File: src/rtl/core/y86isc_pkg.sv
`timescale 1ns / 1ps
`default_nettype none

package y86isc_pkg;

   localparam int MEM_BYTES_DEFAULT = 8192;
   localparam int REG_COUNT = 15;

   localparam logic [3:0] RSP_ID = 4'd4;
   localparam logic [3:0] NO_REG = 4'd15;

   localparam logic [1:0] ACT_LOAD     = 2'd0;
   localparam logic [1:0] ACT_EXEC     = 2'd1;
   localparam logic [1:0] ACT_READ_MEM = 2'd2;
   localparam logic [1:0] ACT_READ_REG = 2'd3;

   localparam logic [1:0] ST_AOK = 2'd0;
   localparam logic [1:0] ST_HLT = 2'd1;
   localparam logic [1:0] ST_ADR = 2'd2;
   localparam logic [1:0] ST_INS = 2'd3;

   localparam logic [3:0] IC_HALT  = 4'h0;
   localparam logic [3:0] IC_NOP   = 4'h1;
   localparam logic [3:0] IC_CMOV  = 4'h2;
   localparam logic [3:0] IC_IRMOV = 4'h3;
   localparam logic [3:0] IC_RMMOV = 4'h4;
   localparam logic [3:0] IC_MRMOV = 4'h5;
   localparam logic [3:0] IC_OP    = 4'h6;
   localparam logic [3:0] IC_JXX   = 4'h7;
   localparam logic [3:0] IC_CALL  = 4'h8;
   localparam logic [3:0] IC_RET   = 4'h9;
   localparam logic [3:0] IC_PUSH  = 4'hA;
   localparam logic [3:0] IC_POP   = 4'hB;

   localparam logic [3:0] ALU_ADD = 4'd0;
   localparam logic [3:0] ALU_SUB = 4'd1;
   localparam logic [3:0] ALU_AND = 4'd2;
   localparam logic [3:0] ALU_XOR = 4'd3;

   localparam logic [3:0] COND_ALWAYS = 4'd0;
   localparam logic [3:0] COND_LE     = 4'd1;
   localparam logic [3:0] COND_L      = 4'd2;
   localparam logic [3:0] COND_E      = 4'd3;
   localparam logic [3:0] COND_NE     = 4'd4;
   localparam logic [3:0] COND_GE     = 4'd5;
   localparam logic [3:0] COND_G      = 4'd6;

   localparam logic [2:0] FLAGS_RESET = 3'b100;

   typedef struct packed {
      logic [1:0]  action;
      logic [12:0] address;
      logic [7:0]  load_byte;
   } req_type;

   typedef struct packed {
      logic [1:0]  status;
      logic [63:0] program_counter;
      logic [2:0]  flags;
      logic [63:0] read_value;
   } rsp_type;

   typedef struct packed {
      logic        en;
      logic [3:0]  id;
      logic [63:0] value;
   } rf_wr_type;

   function automatic logic cond_met(input logic [3:0] fn, input logic [2:0] cc);
      logic z;
      logic lt;
      logic r;
      z  = cc[2];
      lt = cc[1] ^ cc[0];
      case (fn)
         COND_ALWAYS: r = 1'b1;
         COND_LE:     r = z | lt;
         COND_L:      r = lt;
         COND_E:      r = z;
         COND_NE:     r = ~z;
         COND_GE:     r = ~lt;
         COND_G:      r = ~lt & ~z;
         default:     r = 1'b0;
      endcase
      return r;
   endfunction

   function automatic logic need_reg(input logic [3:0] ic);
      logic r;
      case (ic) inside
         IC_CMOV, IC_IRMOV, IC_RMMOV, IC_MRMOV, IC_OP, IC_PUSH, IC_POP: r = 1'b1;
         default: r = 1'b0;
      endcase
      return r;
   endfunction

   function automatic logic need_imm(input logic [3:0] ic);
      logic r;
      case (ic) inside
         IC_IRMOV, IC_RMMOV, IC_MRMOV, IC_JXX, IC_CALL: r = 1'b1;
         default: r = 1'b0;
      endcase
      return r;
   endfunction

endpackage

`default_nettype wire

File: src/rtl/core/y86isc_regfile.sv
`timescale 1ns / 1ps
`default_nettype none

module y86isc_regfile (
   input  wire logic                  clock,
   input  wire logic                  reset,
   input  wire y86isc_pkg::rf_wr_type wr,
   input  wire logic [3:0]            rd_id,
   output logic [63:0]                rd_value
);

   logic [63:0] rf [y86isc_pkg::REG_COUNT];
   logic [y86isc_pkg::REG_COUNT-1:0] vld_ff;
   logic [63:0] rd_ff;
   logic        rd_vld_ff;

   always_ff @(posedge clock) begin
      if (reset) begin
         vld_ff    <= '0;
         rd_vld_ff <= 1'b0;
      end else begin
         if (wr.en && wr.id != y86isc_pkg::NO_REG) begin
            vld_ff[wr.id] <= 1'b1;
         end
         rd_vld_ff <= (rd_id != y86isc_pkg::NO_REG) && vld_ff[rd_id];
      end
   end

   always_ff @(posedge clock) begin
      if (wr.en && wr.id != y86isc_pkg::NO_REG) begin
         rf[wr.id] <= wr.value;
      end
      if (rd_id != y86isc_pkg::NO_REG) begin
         rd_ff <= rf[rd_id];
      end
   end

   assign rd_value = rd_vld_ff ? rd_ff : 64'd0;

endmodule

`default_nettype wire

File: config.mk
export PLATFORM = sky130hd
export DESIGN_NAME = y86isc_regfile
export DESIGN_NICKNAME = d
export VERILOG_FILES = /design/src/rtl/core/y86isc_pkg.sv /design/src/rtl/core/y86isc_regfile.sv
export SDC_FILE = /design/constraint.sdc
export NUM_CORES = 1
export LEC_CHECK = 0
export BUFFER_PORTS_ARGS = -buffer_cell sky130_fd_sc_hd__clkbuf_2
export CAP_MARGIN = 25
export CORE_ASPECT_RATIO = 0.6
export CORE_MARGIN = 5
export CORE_UTILIZATION = 60
export DETAILED_ROUTE_END_ITERATION = 12
export PLACE_DENSITY_LB_ADDON = 0.2
export SYNTH_ARGS = -nofsm -noshare
export SYNTH_HDL_FRONTEND = slang
export SYNTH_SLANG_ARGS = --single-unit
File: constraint.sdc
create_clock -name clock -period 11.7 [get_ports clock]
set_input_delay 2.34 -clock clock [delete_from_list [all_inputs] [get_ports clock]]
set_output_delay 2.34 -clock clock [all_outputs]
set_load 0.05 [all_outputs]
**Word-level counts from Yosys, hierarchy flattened**

Memories as Yosys holds them, arrays and structs flattened. A register that Yosys moved wholly into a read port is not among the register bits.
Cells that the tools add are included.

- Memory bits (writable): 960
- Bits in registers: 16
- Memories kept: 1
- Output and inout bits: 64

Memory list:

| memory | words | bits a word | rd ports | clocked after memory_dff | write ports | RTL line | source |
|---|---|---|---|---|---|---|---|
| rf | 15 | 64 | 1 | 1 | 1 | y86isc_regfile.sv:12 | `logic [63:0] rf [y86isc_pkg::REG_COUNT];` |

- Reductions and logical operators: 3
- Muxes and demuxes: 7
- $lt $le $gt $ge: 3
- Equal/unequal tests: 2
- Bitwise gates (word level): 1

Operators by type and width:

| kind | count |
|---|---|
| 64-bit two-way mux | 1 |
| 15-bit bitwise OR | 1 |
| 4-bit by 5-bit less-than comparator with 1-bit output (second input constant) | 2 |
| 4-bit inequality test (second input constant) | 2 |
| 1-bit binary-select mux with 4-bit select | 1 |
| 1-bit demux with 4-bit select | 1 |
| 4-bit by 1-bit >= comparator with 1-bit output (second input constant) | 1 |
| 1-bit two-way mux | 4 |
| 1-bit logical AND | 3 |

**Depth between registers and ports, before layout**

- Depth after elaboration: 5
- Gate-level depth with buffers: 8
- Depth with buffers taken out: 4

**Worst setup path before layout**

No wires, ideal clock.

- Path type: input port to flip-flop
- Start point: input port wr[64] in the netlist's numbering
- End point: memory rf[0][0] (enable)
- Path slack: 3.880 ns
- Setup time: 0.568 ns
- Data arrival time: 7.253 ns
- Stages on the path: 2
- Path buffers: 0
- Required time: 11.132 ns
- Path through: or3b_2 > nor3_1

- Word-level cells in the longest chain between the ends: 4

RTL lines:

| item | RTL line | source |
|---|---|---|
| from (decl) | y86isc_regfile.sv:7 | `input wire y86isc_pkg::rf_wr_type wr,` |
| 4-bit inequality test | y86isc_regfile.sv:30 | `if (wr.en && wr.id != y86isc_pkg::NO_REG) begin` |
| 1-bit logical AND | y86isc_regfile.sv:30 |  |
| 1-bit two-way mux | y86isc_regfile.sv:30 |  |
| 1-bit two-way mux (implied by the code) | y86isc_regfile.sv:31 | `rf[wr.id] <= wr.value;` |
| to (decl) | y86isc_regfile.sv:12 |  |

Parallel ways exist; a longest one is shown, timed or not.

**Worst setup path after layout**

- Start point: register rd_vld_ff
- End point: output port rd_value[35]

- Word-level cells in the longest chain between the ends: 1

RTL lines:

| item | RTL line | source |
|---|---|---|
| from (decl) | y86isc_regfile.sv:15 | `logic rd_vld_ff;` |
| from (signal assigned) | y86isc_regfile.sv:25 | `rd_vld_ff <= (rd_id != y86isc_pkg::NO_REG) && vld_ff[rd_id];` |
| 64-bit two-way mux | y86isc_regfile.sv:38 | `assign rd_value = rd_vld_ff ? rd_ff : 64'd0;` |
| to (decl) | y86isc_regfile.sv:9 | `output logic [63:0] rd_value` |

Every way passes these cells.

==> out/qor.txt <==
outcome -> finished, final reports clean
critical path endpoint -> rd_value[35]
DRC -> 0
CP Buf/Inv Count -> 2
GR peak layer -> met2
number of global-route vias before repair -> 19800
Die ar. -> 0.0719 mm^2
power share of the combinational group -> 5.4%
CP Launch Point -> rd_vld_ff
Post-Syn Area -> 0.0399 mm^2
via count -> 19600
hold buffers post-CTS -> 0
fin crit period -> 5.05 ns
initial antenna violation count -> 10
Cell Chain, Critical Path -> buf_4, and2_1, clkbuf_2
Util after Layout -> 67.1%
DR WL/cell -> 28.0 um
H-Tree Level Count -> 3
Sequential Area -> 0.0311 mm^2
FF-to-FF setup slack -> 10.25 ns
Final Cell Area -> 0.0443 mm^2
Stages on worst setup path -> 3
period utilization -> 43.1%
clock slew at reported path FFs -> 0.07 ns
largest cells by area after synthesis -> edfxtp_1 77%, mux4_2 7.3%, mux2i_1 4.9%
cell-internal power -> 5.98 mW
Filler Cell Count -> 4283
CP max FO -> 33
RR Startpoint -> rf[11][25]
Longest Clk Path Bufs -> 3
Synth Area in Simple Gates -> 2.25%
Hold Vio Cnt, Final -> 0
gr ovfl total -> 0
height of the die -> 210 um
first-pass GRT wire length -> 129 mm
post-synthesis sequential area ratio -> 77.9%
met3 Use GR -> 4.61%
Core Rows -> 73
cell area power density -> 170 mW/mm^2
met1 Track Usage GR -> 35.6%
sw frac -> 20.8%
fin worst setup slack -> 6.65 ns
Initial Util -> 60.4%
Synth cell types -> 31
P_leak -> 14.8 nW
Worst Path Arrival -> 2.71 ns
main combinational cell family by area after synthesis -> multiplexers
Slew HR -> 26.0%
Clock Power Share -> 38.6%
Worst path slowest cell -> dfxtp_2
vias per inst -> 6.27
die width -> 343 um
Seq pwr share -> 56.0%
multi-input combinational cell area -> 0.00814 mm^2
post-synthesis xor/xnor area fraction -> 0%
Crit path required time -> 9.36 ns
Max Clock Freq -> 198 MHz
worst vdd ir -> 0.141 mV
setup TNS -> 0 ns
Seq cells post-synth -> 1040
adder-cell share of the synthesized area -> 0%
clock latency on the worst-skew pair -> 0.63 ns
Pwr Total -> 7.55 mW
Tightest Hold Check Type -> reg -> reg
total track usage -> 24.5%
kind of critical path -> reg -> out
total CTS buffers -> 88
Worst-Margin Slew -> 1.11 ns
CP endpoint kind -> primary output
cells on worst reg2reg path -> 3
Synth Net Count -> 2069
GPL Wtd Cong -> 0.713
post-route ant nets -> 0
Post-Synthesis Cells -> 1994
Final Max Slew Viols -> 0
iteration count of the initial detailed-routing pass -> 6
buffer count from post-CTS setup fixing -> 0
Core Footprint -> 0.0660 mm^2
Place WS -> 6.30 ns
syn avg cell area -> 20.0 um^2
root buffer cell -> clkbuf_16
nets -> 2225
I/O pin count -> 139
P_sw -> 1.57 mW
area leader, netlist -> edfxtp_1
CTS tree -> yes
Placement Cell Area -> 0.0414 mm^2
post-cts sizing count -> 0
met2 Use GR -> 39.8%
Port Buffers -> 138
Yosys top cell area share -> 77.1%
crit start category -> register
post-DP HPWL -> 41.5 mm
complex-gate fraction of the synthesized area -> 5.60%
RSZ-0062 raised after global routing -> false
Ys Warns -> 0
Sink Count -> 1040
Max Cap Viol -> 0
layout cells sized above 1 -> 22.1%
multiplexer share of the synthesized area -> 12.2%
Worst path max stage delay -> 0.91 ns
area grow syn2layout -> 11.1%
Post-Route WL -> 87.6 mm
top cell family by delay on the critical path -> flip-flops
largest net degree at the start of global routing -> 114
setup violators final -> 0
clock skew -> 0.0164 ns
initial drt markers -> 2257
reg2reg end -> rd_ff[25]
-- power groups by stage --
stage / logic, mW / registers (mW) / clock network (mW)
finish: 0.410 / 4.23 / 2.91
global route: 0.442 / 4.23 / 3.13
CTS: 0.412 / 4.23 / 2.96
detailed placement: 0.410 / 4.31 / 0
global placement: 0.400 / 4.30 / 0
floorplan: 0.279 / 4.30 / 0
-- through the flow --
stage                     hold WS (ns)  instances
after detailed placement         0.458       2959
after global routing             0.504       3123
after floorplan                  0.433       1994
final                            0.478       3124
after global placement           0.441       2958
after CTS                        0.476       3119
-- cells in the final DEF, fill, tap and decap left out, types with 2 or more instances in the layout --
cell type   synthesis  layout
nor2b_4             0       2
inv_6               0       2
clkinv_1            1      23
a221oi_1           34      34
nand3b_1            2       2
buf_4              14      42
clkbuf_2            0     135
nor2_1             41      30
diode_2             0       4
bufinv_16           0       9
clkbuf_16           0      93
buf_16              0       2
mux4_2            130     130
clkinv_2            0      17
buf_8               0       2
clkbuf_1           51      12
edfxtp_1         1024    1024
nor3_2              0       4
and2_1             64      64
nand2_1            65      65
o21ai_1           114     114
a221oi_2           31      31
o21ai_0            15      15
a22oi_1            65      65
dfxtp_1            16      15
mux2i_1           194     194
a21oi_1            65      65
nor2_4              0      11
nand2b_1            2       2
clkinvlp_4          0       4
-- layer usage --
metal  part of all wire, %  up-vias
met5                 0.088        -
met4                   1.7       12
met3                   7.6      134
met2                    49      789
met1                    41    10200
li1                      -     8458
-- area by class of cell --
class	instances	share of cell area, %
tap	900	2.54
clock buffer	105	5.35
sequential	1040	70.1
multi-input combinational	835	18.4
inverter	2	0.0169
clock inverter	55	1.10
antenna	4	0.0226
timing repair buffer	183	2.50
-- worst min path at each step --
stage | slack [ns] | to | depth (start not counted) | from
2_1_floorplan | 0.43 | vld_ff[13] | 2 | vld_ff[13]
3_3_place_gp | 0.44 | vld_ff[12] | 2 | vld_ff[12]
3_5_place_dp | 0.46 | vld_ff[12] | 2 | vld_ff[12]
4_1_cts | 0.48 | vld_ff[12] | 2 | vld_ff[12]
5_1_grt | 0.50 | vld_ff[10] | 2 | vld_ff[10]
6_report | 0.48 | vld_ff[12] | 2 | vld_ff[12]
-- synthesized netlist by cell type (all sizes together) --
master / n
a21oi: 65
a221oi: 65
a22oi: 65
a311o: 1
and2: 65
and4b: 1
buf: 66
clkbuf: 51
clkinv: 1
dfxtp: 16
edfxtp: 1024
inv: 1
mux2: 1
mux2i: 194
mux4: 130
nand2: 65
nand2b: 2
nand3: 2
nand3b: 2
nor2: 41
nor2b: 2
nor3: 4
o21ai: 129
or3b: 1
-- cells by family after synthesis --
| family | after synthesis |
|---|---|
| mux | 325 |
| buf+inv | 119 |
| simple gates | 185 |
| compound gates | 325 |
| flops | 1040 |
-- worst reg2reg max path, stage by stage, from the launching register on --
cell and delay (ns):
edfxtp_1 0.39, mux4_2 0.49, a22oi_1 0.21, o21ai_1 0.09
-- sequential cells by signal (all words and copies together) (netlist names) --
register,cells
rd_ff,64
rf,960
vld_ff,15
rd_vld_ff,1
Power figures use the tool's default switching activity.
